$ cat src/design/tfcsc_pkg.sv
// Package for the TCP frame checksum and scan classifier: types, constants and helpers.
package tfcsc_pkg;

    localparam logic [2:0] V_NOT_IPV4   = 3'd0;
    localparam logic [2:0] V_BAD_IP     = 3'd1;
    localparam logic [2:0] V_NOT_TCP    = 3'd2;
    localparam logic [2:0] V_BAD_TCP    = 3'd3;
    localparam logic [2:0] V_NULL       = 3'd4;
    localparam logic [2:0] V_XMAS       = 3'd5;
    localparam logic [2:0] V_CLEAN      = 3'd6;
    localparam logic [2:0] V_MALFORMED  = 3'd7;

    localparam logic [15:0] ETHERTYPE_IPV4 = 16'h0800;
    localparam logic [15:0] ALL_ONES       = 16'hFFFF;
    localparam logic [7:0]  PROTO_TCP      = 8'd6;
    localparam logic [7:0]  XMAS_PATTERN   = 8'b00101001;
    localparam logic [16:0] ETH_HDR        = 17'd14;

    // Everything the back end needs to judge one finished frame.
    typedef struct packed {
        logic [16:0] len;
        logic [3:0]  hw;
        logic [15:0] tl;
        logic [15:0] hsum;
        logic [15:0] ssum;
        logic [7:0]  hold;
        logic [15:0] ftype;
        logic [7:0]  proto;
        logic [31:0] sip;
        logic [31:0] dip;
        logic [47:0] dmac;
        logic [47:0] smac;
        logic [15:0] sport;
        logic [15:0] dport;
        logic [7:0]  flags;
    } t_rec;

    // Ones'-complement add with end-around carry.
    function automatic logic [15:0] oc_add(input logic [15:0] a, input logic [15:0] b);
        logic [16:0] s;
        s = {1'b0, a} + {1'b0, b};
        return s[15:0] + {15'd0, s[16]};
    endfunction

endpackage

$ cat src/design/tfcsc_front.sv
// Front end: parses frame bytes, captures header fields and folds the running sums.
module tfcsc_front import tfcsc_pkg::*; #(
    parameter int MAX_FRAME_BYTES = 2048
) (
    input  logic       i_clk,
    input  logic       i_rst_n,
    input  logic       i_valid,
    input  logic [7:0] i_data_byte,
    input  logic       i_last,
    input  logic       i_full,
    output logic       o_ready,
    output logic       o_push,
    output t_rec       o_rec
);

    localparam logic [16:0] MAX_L = 17'(MAX_FRAME_BYTES);

    logic [15:0] r_pos, n_pos;
    logic [15:0] r_hsum, n_hsum, r_ssum, n_ssum, r_tl, n_tl, r_type, n_type;
    logic [15:0] r_sport, n_sport, r_dport, n_dport;
    logic [7:0]  r_hold, n_hold, r_proto, n_proto, r_flags, n_flags;
    logic [3:0]  r_hw, n_hw;
    logic [31:0] r_sip, n_sip, r_dip, n_dip;
    logic [47:0] r_dmac, n_dmac, r_smac, n_smac;
    logic [16:0] p17, hstart, seg_end, off;
    logic        accept;

    assign o_ready = !i_full;
    assign accept  = i_valid && !i_full;

    always_comb begin
        n_pos = r_pos;   n_hsum = r_hsum; n_ssum = r_ssum; n_tl = r_tl;
        n_type = r_type; n_sport = r_sport; n_dport = r_dport; n_hold = r_hold;
        n_proto = r_proto; n_flags = r_flags; n_hw = r_hw; n_sip = r_sip;
        n_dip = r_dip; n_dmac = r_dmac; n_smac = r_smac;
        p17     = {1'b0, r_pos};
        hstart  = '0;
        seg_end = '0;
        off     = '0;
        o_push  = 1'b0;
        o_rec   = '0;
        if (accept) begin
            if (p17 < MAX_L) begin
                for (int k = 0; k < 6; k++) begin
                    if (r_pos == 16'(k)) n_dmac[47-8*k -: 8] = i_data_byte;
                    if (r_pos == 16'(k + 6)) n_smac[47-8*k -: 8] = i_data_byte;
                end
                for (int k = 0; k < 4; k++) begin
                    if (r_pos == 16'(26 + k)) n_sip[31-8*k -: 8] = i_data_byte;
                    if (r_pos == 16'(30 + k)) n_dip[31-8*k -: 8] = i_data_byte;
                end
                if (r_pos == 16'd12) n_type[15:8] = i_data_byte;
                if (r_pos == 16'd13) n_type[7:0]  = i_data_byte;
                if (r_pos == 16'd14) n_hw = i_data_byte[3:0];
                if (r_pos == 16'd16) n_tl = {i_data_byte, 8'd0};
                if (r_pos == 16'd17) n_tl = {r_tl[15:8], i_data_byte};
                if (r_pos == 16'd23) n_proto = i_data_byte;
                hstart  = ETH_HDR + {11'd0, n_hw, 2'b00};
                seg_end = ETH_HDR + {1'b0, n_tl};
                if (p17 >= ETH_HDR && p17 < hstart) begin
                    if (!r_pos[0]) n_hold = i_data_byte;
                    else n_hsum = oc_add(r_hsum, {r_hold, i_data_byte});
                end else if (n_hw >= 4'd5 && p17 >= hstart && p17 < seg_end) begin
                    if (!r_pos[0]) n_hold = i_data_byte;
                    else n_ssum = oc_add(r_ssum, {r_hold, i_data_byte});
                end
                if (n_hw >= 4'd5 && p17 >= hstart) begin
                    off = p17 - hstart;
                    if (off == 17'd0) n_sport = {i_data_byte, 8'd0};
                    else if (off == 17'd1) n_sport = {r_sport[15:8], i_data_byte};
                    else if (off == 17'd2) n_dport = {i_data_byte, 8'd0};
                    else if (off == 17'd3) n_dport = {r_dport[15:8], i_data_byte};
                    else if (off == 17'd13) n_flags = i_data_byte;
                end
            end
            if (r_pos != 16'hFFFF) n_pos = r_pos + 16'd1;
            if (i_last) begin
                o_push = 1'b1;
                o_rec  = '{len: p17 + 17'd1, hw: n_hw, tl: n_tl, hsum: n_hsum,
                           ssum: n_ssum, hold: n_hold, ftype: n_type, proto: n_proto,
                           sip: n_sip, dip: n_dip, dmac: n_dmac, smac: n_smac,
                           sport: n_sport, dport: n_dport, flags: n_flags};
                n_pos = '0;   n_hsum = '0; n_ssum = '0; n_tl = '0; n_type = '0;
                n_sport = '0; n_dport = '0; n_hold = '0; n_proto = '0; n_flags = '0;
                n_hw = '0;    n_sip = '0;  n_dip = '0; n_dmac = '0; n_smac = '0;
            end
        end
    end

    always_ff @(posedge i_clk) begin
        if (!i_rst_n) begin
            r_pos <= '0;   r_hsum <= '0; r_ssum <= '0; r_tl <= '0; r_type <= '0;
            r_sport <= '0; r_dport <= '0; r_hold <= '0; r_proto <= '0; r_flags <= '0;
            r_hw <= '0;    r_sip <= '0;  r_dip <= '0; r_dmac <= '0; r_smac <= '0;
        end else begin
            r_pos <= n_pos;   r_hsum <= n_hsum; r_ssum <= n_ssum; r_tl <= n_tl;
            r_type <= n_type; r_sport <= n_sport; r_dport <= n_dport; r_hold <= n_hold;
            r_proto <= n_proto; r_flags <= n_flags; r_hw <= n_hw; r_sip <= n_sip;
            r_dip <= n_dip;   r_dmac <= n_dmac; r_smac <= n_smac;
        end
    end

endmodule

$ cat src/design/tfcsc_queue.sv
// Two-entry queue of finished frame records between the front and back ends.
module tfcsc_queue import tfcsc_pkg::*; (
    input  logic i_clk,
    input  logic i_rst_n,
    input  logic i_push,
    input  t_rec i_rec,
    input  logic i_pop,
    output logic o_full,
    output logic o_empty,
    output t_rec o_head
);

    t_rec       r_mem [2];
    logic       r_wp, r_rp;
    logic [1:0] r_cnt;

    assign o_full  = (r_cnt == 2'd2);
    assign o_empty = (r_cnt == 2'd0);
    assign o_head  = r_mem[r_rp];

    always_ff @(posedge i_clk) begin
        if (i_push) r_mem[r_wp] <= i_rec;
    end

    always_ff @(posedge i_clk) begin
        if (!i_rst_n) begin
            r_wp  <= 1'b0;
            r_rp  <= 1'b0;
            r_cnt <= '0;
        end else begin
            if (i_push) r_wp <= !r_wp;
            if (i_pop) r_rp <= !r_rp;
            r_cnt <= r_cnt + {1'b0, i_push} - {1'b0, i_pop};
        end
    end

endmodule

$ cat src/design/tfcsc_back.sv
// Back end: checks lengths and checksums, gives the verdict and holds the result register.
module tfcsc_back import tfcsc_pkg::*; #(
    parameter int MAX_FRAME_BYTES = 2048
) (
    input  logic        i_clk,
    input  logic        i_rst_n,
    input  logic        i_empty,
    input  t_rec        i_head,
    input  logic        i_ready,
    output logic        o_pop,
    output logic        o_valid,
    output logic [2:0]  o_verdict,
    output logic [47:0] o_dest_mac,
    output logic [47:0] o_source_mac,
    output logic [15:0] o_frame_type,
    output logic [31:0] o_source_ip,
    output logic [31:0] o_dest_ip,
    output logic [7:0]  o_ip_proto,
    output logic [15:0] o_source_port,
    output logic [15:0] o_dest_port
);

    localparam logic [16:0] MAX_L = 17'(MAX_FRAME_BYTES);

    logic        r_valid;
    logic [2:0]  verdict;
    logic [16:0] hdr, ip_end, need;
    logic [15:0] seg_len, pad, s_fold;
    logic [18:0] s_all;
    logic [16:0] s_one;
    logic        port_ok;

    assign o_pop   = !i_empty && (!r_valid || i_ready);
    assign o_valid = r_valid;

    always_comb begin
        hdr      = {11'd0, i_head.hw, 2'b00};
        ip_end   = ETH_HDR + hdr;
        seg_len  = i_head.tl - hdr[15:0];
        pad      = seg_len[0] ? {i_head.hold, 8'd0} : 16'd0;
        need     = ETH_HDR + {1'b0, i_head.tl};
        if (ip_end + 17'd14 > need) need = ip_end + 17'd14;
        s_all = {3'd0, i_head.ssum} + {3'd0, pad}
              + {3'd0, i_head.sip[31:16]} + {3'd0, i_head.sip[15:0]}
              + {3'd0, i_head.dip[31:16]} + {3'd0, i_head.dip[15:0]}
              + {11'd0, i_head.proto} + {3'd0, seg_len};
        s_one  = {1'b0, s_all[15:0]} + {14'd0, s_all[18:16]};
        s_fold = s_one[15:0] + {15'd0, s_one[16]};
        if (i_head.len < ETH_HDR) verdict = V_MALFORMED;
        else if (i_head.ftype != ETHERTYPE_IPV4) verdict = V_NOT_IPV4;
        else if (i_head.hw < 4'd5 || i_head.len < ip_end || ip_end > MAX_L
                 || {1'b0, i_head.tl} < hdr) verdict = V_MALFORMED;
        else if (i_head.hsum != ALL_ONES) verdict = V_BAD_IP;
        else if (i_head.proto != PROTO_TCP) verdict = V_NOT_TCP;
        else if (i_head.len < need || need > MAX_L) verdict = V_MALFORMED;
        else if (s_fold != ALL_ONES) verdict = V_BAD_TCP;
        else if (i_head.flags == 8'd0) verdict = V_NULL;
        else if (i_head.flags == XMAS_PATTERN) verdict = V_XMAS;
        else verdict = V_CLEAN;
        port_ok = (verdict == V_BAD_TCP) || (verdict == V_NULL)
               || (verdict == V_XMAS) || (verdict == V_CLEAN);
    end

    always_ff @(posedge i_clk) begin
        if (!i_rst_n) begin
            r_valid <= 1'b0;
        end else if (o_pop) begin
            r_valid <= 1'b1;
        end else if (i_ready) begin
            r_valid <= 1'b0;
        end
    end

    always_ff @(posedge i_clk) begin
        if (o_pop) begin
            o_verdict     <= verdict;
            o_dest_mac    <= i_head.dmac;
            o_source_mac  <= i_head.smac;
            o_frame_type  <= i_head.ftype;
            o_source_ip   <= (verdict == V_NOT_IPV4) ? 32'd0 : i_head.sip;
            o_dest_ip     <= (verdict == V_NOT_IPV4) ? 32'd0 : i_head.dip;
            o_ip_proto    <= (verdict == V_NOT_IPV4) ? 8'd0 : i_head.proto;
            o_source_port <= port_ok ? i_head.sport : 16'd0;
            o_dest_port   <= port_ok ? i_head.dport : 16'd0;
        end
    end

endmodule

$ cat src/design/tcp_frame_checksum_scan_classifier.sv
// Top level of the TCP frame checksum and scan classifier.
// The block takes an Ethernet frame one byte per transfer, starting at the destination MAC,
// and delivers one verdict transfer for the byte marked last. It accepts one byte every
// clock while the record queue is not full; the front end folds the IP header and TCP
// segment sums as bytes arrive. The finished frame record enters the two-entry record queue
// at the transfer of the last byte; its verdict is loaded into the back end's output
// register when the output side is free. The back end judges one frame per cycle while the
// output side takes each verdict, so even single-byte frames flow at full rate; input ready
// drops only when the queue is full because the output side is stalled. Bytes at or beyond
// MAX_FRAME_BYTES are ignored and any region that needs them is reported malformed.
module tcp_frame_checksum_scan_classifier import tfcsc_pkg::*; #(
    parameter int MAX_FRAME_BYTES = 2048
) (
    input  logic        i_clk,
    input  logic        i_rst_n,
    input  logic        i_valid,
    output logic        o_ready,
    input  logic [7:0]  i_data_byte,
    input  logic        i_last,
    output logic        o_valid,
    input  logic        i_ready,
    output logic [2:0]  o_verdict,
    output logic [47:0] o_dest_mac,
    output logic [47:0] o_source_mac,
    output logic [15:0] o_frame_type,
    output logic [31:0] o_source_ip,
    output logic [31:0] o_dest_ip,
    output logic [7:0]  o_ip_proto,
    output logic [15:0] o_source_port,
    output logic [15:0] o_dest_port
);

    logic push, pop, full, empty;
    t_rec rec, head;

    // The front end parses bytes and pushes one record per frame.
    tfcsc_front #(.MAX_FRAME_BYTES(MAX_FRAME_BYTES)) u_front (
        .i_clk(i_clk), .i_rst_n(i_rst_n), .i_valid(i_valid), .i_data_byte(i_data_byte),
        .i_last(i_last), .i_full(full), .o_ready(o_ready), .o_push(push), .o_rec(rec)
    );

    // The queue lets the byte side keep running while a verdict waits.
    tfcsc_queue u_queue (
        .i_clk(i_clk), .i_rst_n(i_rst_n), .i_push(push), .i_rec(rec), .i_pop(pop),
        .o_full(full), .o_empty(empty), .o_head(head)
    );

    // The back end turns each record into a verdict in its output register.
    tfcsc_back #(.MAX_FRAME_BYTES(MAX_FRAME_BYTES)) u_back (
        .i_clk(i_clk), .i_rst_n(i_rst_n), .i_empty(empty), .i_head(head),
        .i_ready(i_ready), .o_pop(pop), .o_valid(o_valid), .o_verdict(o_verdict),
        .o_dest_mac(o_dest_mac), .o_source_mac(o_source_mac),
        .o_frame_type(o_frame_type), .o_source_ip(o_source_ip), .o_dest_ip(o_dest_ip),
        .o_ip_proto(o_ip_proto), .o_source_port(o_source_port), .o_dest_port(o_dest_port)
    );

endmodule
$ cat config.mk
export PLATFORM = sky130hd
export DESIGN_NAME = tcp_frame_checksum_scan_classifier
export DESIGN_NICKNAME = d
export VERILOG_FILES = /design/src/design/tfcsc_pkg.sv /design/src/design/tfcsc_front.sv /design/src/design/tfcsc_queue.sv /design/src/design/tfcsc_back.sv /design/src/design/tcp_frame_checksum_scan_classifier.sv
export SDC_FILE = /design/constraint.sdc
export NUM_CORES = 2
export LEC_CHECK = 0
export BUFFER_PORTS_ARGS = -buffer_cell sky130_fd_sc_hd__buf_2
export CAP_MARGIN = 20
export CORE_UTILIZATION = 55
export CTS_CLUSTER_DIAMETER = 120
export DETAILED_ROUTE_END_ITERATION = 7
export GPL_TIMING_DRIVEN = 1
export PLACE_DENSITY = 0.82
export SLEW_MARGIN = 20
export SYNTH_ARGS = -nofsm -noshare
export SYNTH_HDL_FRONTEND = slang
export SYNTH_SLANG_ARGS = --single-unit
$ cat constraint.sdc
create_clock -name i_clk -period 14.16 [get_ports i_clk]
set_input_delay 1.416 -clock i_clk [delete_from_list [all_inputs] [get_ports i_clk]]
set_output_delay 1.416 -clock i_clk [all_outputs]
set_load 0.02 [all_outputs]
==> Word-level counts from Yosys, hierarchy flattened <==
Memories as Yosys holds them, arrays and structs flattened. A register that Yosys moved wholly into a read port is not among the register bits.
Cells that the tools add are included.
{ "op_classes": {"addsub": 24, "mul": 0, "n_div": 0, "magnitude_cmp": 14, "n_eq_ne": 40, "shifts": 0, "muxes": 103, "bitwise": 0, "reduce_logical": 26} }
{ "op_table": {"columns": ["op", "count"], "rows": [
  ["$mux W301", 2],
  ["$mux W16", 30],
  ["$mux W8", 40],
  ["$mux W48", 4],
  ["$eq A16 B5 Y1 const B", 9],
  ["$mux W32", 4],
  ["$eq A16 B4 Y1 const B", 7],
  ["$add A19 B16 Y19", 5],
  ["$eq A16 B3 Y1 const B", 4],
  ["$add A16 B16 Y17", 3],
  ["$add A16 B1 Y16", 3],
  ["$ne A16 B16 Y1 const B", 3],
  ["$add A4 B16 Y17 const A", 2],
  ["$eq A17 B2 Y1 const B", 2],
  ["$gt A17 B12 Y1 const B", 2],
  ["$lt A16 B17 Y1", 2],
  ["$lt A17 B17 Y1", 2],
  ["$eq A16 B2 Y1 const B", 2],
  ["$eq A16 B6 Y1 const B", 2],
  ["$mux W3", 8],
  ["$mux W4", 5],
  ["$add A19 B8 Y19", 1],
  ["$add A16 B1 Y17 const B", 1],
  ["$add A16 B3 Y17", 1],
  ["37 further kinds", 63]
]} }
{ "word_totals": {"reg_bits": 524, "latch_bits": 0, "mem_bits_rw": 602, "romBits": 0, "in_bits": 13, "mem_count": 1} }
{ "memory_table": {"columns": ["name", "words", "word_bits", "rd", "rd_ports_with_merged_regs", "write_ports", "line", "text"], "rows": [
  ["u_queue.r_mem", 2, 301, 1, 1, 1, "tfcsc_queue.sv:13", "t_rec r_mem [2];"]
]} }

==> Longest topological paths before layout <==
{ "depth": {"word_depth": 23, "ltp_mapped": 55, "ltp_nobuf": 43} }

==> Cells and area by module <==
Synthesis repeated with hierarchy kept, for this count alone.
{ "unflattened": {"cells_unflattened": 4484, "area_unflattened_um2": 54481.0} }
{ "by_module_without_submodules": {"columns": ["module", "n_inst", "cells_per_inst", "area_per_inst_um2", "seq_area_each_um2"], "rows": [
  ["tfcsc_queue", 1, 957, 22057.4, 18177.4],
  ["tfcsc_front", 1, 2521, 19648.8, 6005.8],
  ["tfcsc_back", 1, 1006, 12774.8, 6596.3]
]} }

==> Worst setup path before layout <==
Ideal clock, no wire load.
{ "synth_path": {"path_type": "input to register", "startpoint": "input i_valid", "endpoint": "register u_queue.r_wp", "setup_time_ns": 0.117, "arrival_ns": 15.437, "t_required_ns": 14.043, "slack_ns": -1.394, "stages": 5, "n_path_buf": 1, "cell_sequence": "and2_1 > clkbuf_1 > nand2_1 > nor2_1 > o21a_1"} }
{ "synth_via": {"elab_chain_len": 2} }
{ "synth_lines": {"columns": ["item", "line", "text"], "rows": [
  ["start: declaration", "tcp_frame_checksum_scan_classifier.sv:16", "input logic i_valid,"],
  ["$logic_and A1 B1 Y1", "tfcsc_front.sv:29", "assign accept = i_valid && !i_full;"],
  ["$mux W1", "tfcsc_front.sv:42", "if (accept) begin"],
  ["end signal: assignment", "tfcsc_queue.sv:31", "if (i_push) r_wp <= !r_wp;"],
  ["end: declaration", "tfcsc_queue.sv:14", "logic r_wp, r_rp;"]
]} }
Every way passes these cells.
A chain may end at the register's enable or synchronous reset.

==> impl_metrics.toml <==
[status]
status = "finished, final reports clean"

[synthesis]
post-synth-top-area-cell = "edfxtp_1"
syn_inst = 4494
yosys_warnings = 0
ys_ff_latch = 1127
synth_top_area_share = 0.4612
synthMuxAreaShare = 0.07584
synthFlopType = "edfxtp_1"
postSynthAreaPerCell_um2 = 11.90
yosysMostFrequentCell = "edfxtp_1"
synth_top_family_by_area = "simple AND/OR/NAND/NOR gates"
synthTopCellsByCount = "821 x edfxtp_1, 447 x nand2_1, 306 x dfxtp_1"
synth.area.top_cells = "edfxtp_1 46%, dfxtp_1 11%, mux2_2 4.0%"
synth_edf_count = 821
synth_area_mm2 = 0.05346
async_flop_share = 0
synth-compound-area-share = 0.09681
synth_cell_type_count = 102
synthesis.nets = 4727
synth_xor_area_frac = 0.02221
synth-seq-area-share = 0.5758
synth-simple-area-share = 0.1374
synth_adder_area_share = 0.06217

[layout]
final-seq-area_mm2 = 0.03078
drive_gt1_frac = 0.1585
fin_cells = 6019
nFillCells = 7140
area_growth_pct = 11.48
final_nets = 4887
multiInputGateArea_mm2 = 0.02120

[sta]
tns_ns = 0
fmax_mhz = 88.72
worst_pin_slew_ns = 1.236
hold_viol = 0
fin_crit_sh = 0.7960
setup_slack_ns = 2.889
min_period_ns = 11.27
maxSlewViolCount = 0
rsz0062_at_grt = "no"
holdWs_ns = 0.4743
setup_violations = 0
slew-limit-headroom = 0.1760
fin_worst_skew_ns = 0.06778

[detailed_routing]
postRouteWirelength_mm = 146.0
wire_per_inst_um = 24.26
drc = 0
vias = 37220
drt_first_pass_iters = 7
first_iter_violations = 4838
viasPerCell = 6.184
ant_nets = 0

[place]
place_ws_ns = 3.041
io_buffers = 233
gp_congestion = 0.9394
place_inst = 5806
dp_hpwl_mm = 95.55

[power_and_ir_drop]
p_sw_frac = 0.4237
power.share.combinational = 0.544
p_leak_nw = 21.01
p_switching_mw = 6.634
power_frac_seq = 0.262
clkPwrFrac = 0.194
p_per_area_mw_per_mm2 = 262.7
vdd_ir_drop_max_mv = 0.5150
intPower_mw = 9.023

[global_route]
antenna_found_initial = 6
grt_max_degree = 179
first_global_vias = 35700
grt_pass1_wl_mm = 216.2
gr-total-overflow = 0
grt_usage = 0.2898

[cts]
cts_resized = 0
clockBufferDepth = 3
ctsHtreeMaxLevel = 3
clkLatencyLatePin_ns = 0.73
clk_pin_slew_ns = 0.06
tritoncts = "done"
cts-root-buf = "clkbuf_16"
clkSinkCount = 1127
post_cts_hold_buffer_count = 0
cts_made_buffers = 110
postCtsSetupRepairBufs = 0

[worst_hold_path]
hold_path_class = "reg -> reg"
hp-start = "u_front.r_sport[13]$_SDFFE_PN0P_"
whs_path_depth = 2
holdPathEnd = "u_front.r_sport[13]$_SDFFE_PN0P_"

[floorplanning]
fp-row-count = 113
io_pins = 234
core_area_mm2 = 0.09558
die_area_mm2 = 0.09845
die-height_um = 313.8
dieWidth_um = 313.8
start_util = 0.5593

[setup_path]
critPathMaxFanout = 63
slowest_stage = "and3_1"
required_ns = 14.54
r2r_cells = 41
timing.rr.end = "u_back.o_source_ip[9]$_SDFFCE_PN0P_"
ff2ff_setup_slack_ns = 2.89
crit_path_start_kind = "flop"
worstPathArrival_ns = 11.65
cp-end-kind = "flop"
critPathMaxStageDelay_ns = 0.95
criticalPathCategory = "reg -> reg"

[flow_run]
drv_cap = 0
==> metrics by stage <==
stage	area [um2]	power, mW	util
floorplan	53460	10.48	-
global placement	55760	12.49	0.5834
detailed placement	55770	12.49	0.5835
CTS	59560	15.59	0.6232
global route	59580	16.56	0.6234
finish	59590	15.66	0.6235
==> power groups by stage <==
| stage | combinational [mW] | sequential, mW | clock (mW) |
|---|---|---|---|
| after detailed placement | 8.32 | 4.17 | 0 |
| after CTS | 8.43 | 4.11 | 3.05 |
| final | 8.51 | 4.10 | 3.04 |
| after global routing | 9.25 | 4.13 | 3.18 |
| after floorplan | 5.92 | 4.56 | 0 |
| after global placement | 8.32 | 4.17 | 0 |
==> sequential cells by signal (all words and copies together), names as in the netlist, 16 cells and up, named ones only <==
register and flops:
u_back.o_frame_type 16, u_back.o_source_port 16, u_queue.r_mem 602, u_front.r_dip 32, u_front.r_sip 32, u_front.r_dport 16
u_back.o_dest_port 16, u_front.r_pos 16, u_back.o_source_ip 32, u_front.r_hsum 16, u_front.r_dmac 48, u_back.o_dest_ip 32
u_back.o_source_mac 48, u_front.r_type 16, u_front.r_tl 16, u_front.r_smac 48, u_front.r_ssum 16, u_back.o_dest_mac 48
u_front.r_sport 16
==> layout by cell type, fill, tap and decap left out, types with 9 or more instances in the layout <==
| master | instances |
|---|---|
| nand2_1 | 445 |
| and2_1 | 93 |
| o211ai_1 | 15 |
| a22oi_1 | 227 |
| o21a_1 | 12 |
| a31oi_1 | 10 |
| nand3b_1 | 9 |
| buf_2 | 233 |
| nand2b_1 | 22 |
| nor2_1 | 277 |
| mux2_2 | 191 |
| buf_4 | 62 |
| a21oi_1 | 239 |
| nor4_1 | 21 |
| a211oi_1 | 13 |
| dfxtp_1 | 305 |
| a21o_1 | 39 |
| nor2b_1 | 251 |
| inv_1 | 147 |
| edfxtp_1 | 821 |
| o21ai_0 | 87 |
| bufinv_16 | 11 |
| a21boi_0 | 9 |
| nor3_2 | 32 |
| o21ai_1 | 23 |
| ha_1 | 144 |
| clkbuf_1 | 25 |
| nand3_1 | 97 |
| fa_1 | 76 |
| nand4_1 | 27 |
| clkbuf_16 | 115 |
| xor2_1 | 45 |
| nor3_1 | 48 |
| or3_1 | 18 |
| and3_1 | 41 |
| clkinv_2 | 21 |
| mux2i_1 | 181 |
| a22o_1 | 26 |
| xnor2_1 | 88 |
==> routing by layer <==
metal	vias to the layer above	share of wire	global-route usage
met5	-	0	0
met4	0	0.044	0.1246
met3	375	0.092	0.04565
met2	2034	0.47	0.4670
met1	18240	0.39	0.3905
li1	16580	-	-
==> final cells by class <==
cell class                      instances  share of cell area
Tap cell                             1265             0.02656
Clock inverter                         61             0.01216
Clock buffer                          147             0.05148
Sequential cell                      1127              0.5166
Antenna cell                            4           0.0001680
Inverter                              148            0.009322
Timing Repair Buffer                  297             0.02790
Multi-Input combinational cell       2970              0.3558
==> worst max-delay path, delay by kind of cell, from the launching register on <==
family,cells,cell delay [ns]
adders and majority gates,10,3.61
and+or+nand+nor,14,2.96
AOI/OAI and AO/OA,10,1.70
buffers and inverters,3,0.93
DFF,1,0.78
xor gates and xnor gates,3,0.45
muxes,1,0.42
==> logic make-up (layout without fill, tap and decap cells) <==
logic type / after synthesis / count (layout)
multiplexers: 378 / 378
AO/OA/AOI/OAI: 786 / 786
AND/OR/NAND/NOR: 1451 / 1451
adder cells (fa/ha/maj): 220 / 220
buffers and inverters: 397 / 653
flip-flops: 1127 / 1127
XOR/XNOR: 134 / 134
other: 1 / 5
==> worst max path at each step <==
stage          startpoint  cells past startpoint  slack [ns]                              endpoint
3_5_place_dp         flop                     41        3.04    u_back.o_dest_ip[26]$_SDFFCE_PN0P_
3_3_place_gp         flop                     41        3.31    u_back.o_ip_proto[3]$_SDFFCE_PN0P_
2_1_floorplan     i_ready                      8        1.52           u_queue.r_cnt[1]$_SDFF_PN0_
4_1_cts              flop                     41        2.96    u_back.o_dest_ip[27]$_SDFFCE_PN0P_
6_report             flop                     41        2.89   u_back.o_source_ip[9]$_SDFFCE_PN0P_
5_1_grt              flop                     40        2.23  u_back.o_source_ip[11]$_SDFFCE_PN0P_
No activity file was read; power rests on OpenSTA's default activity.
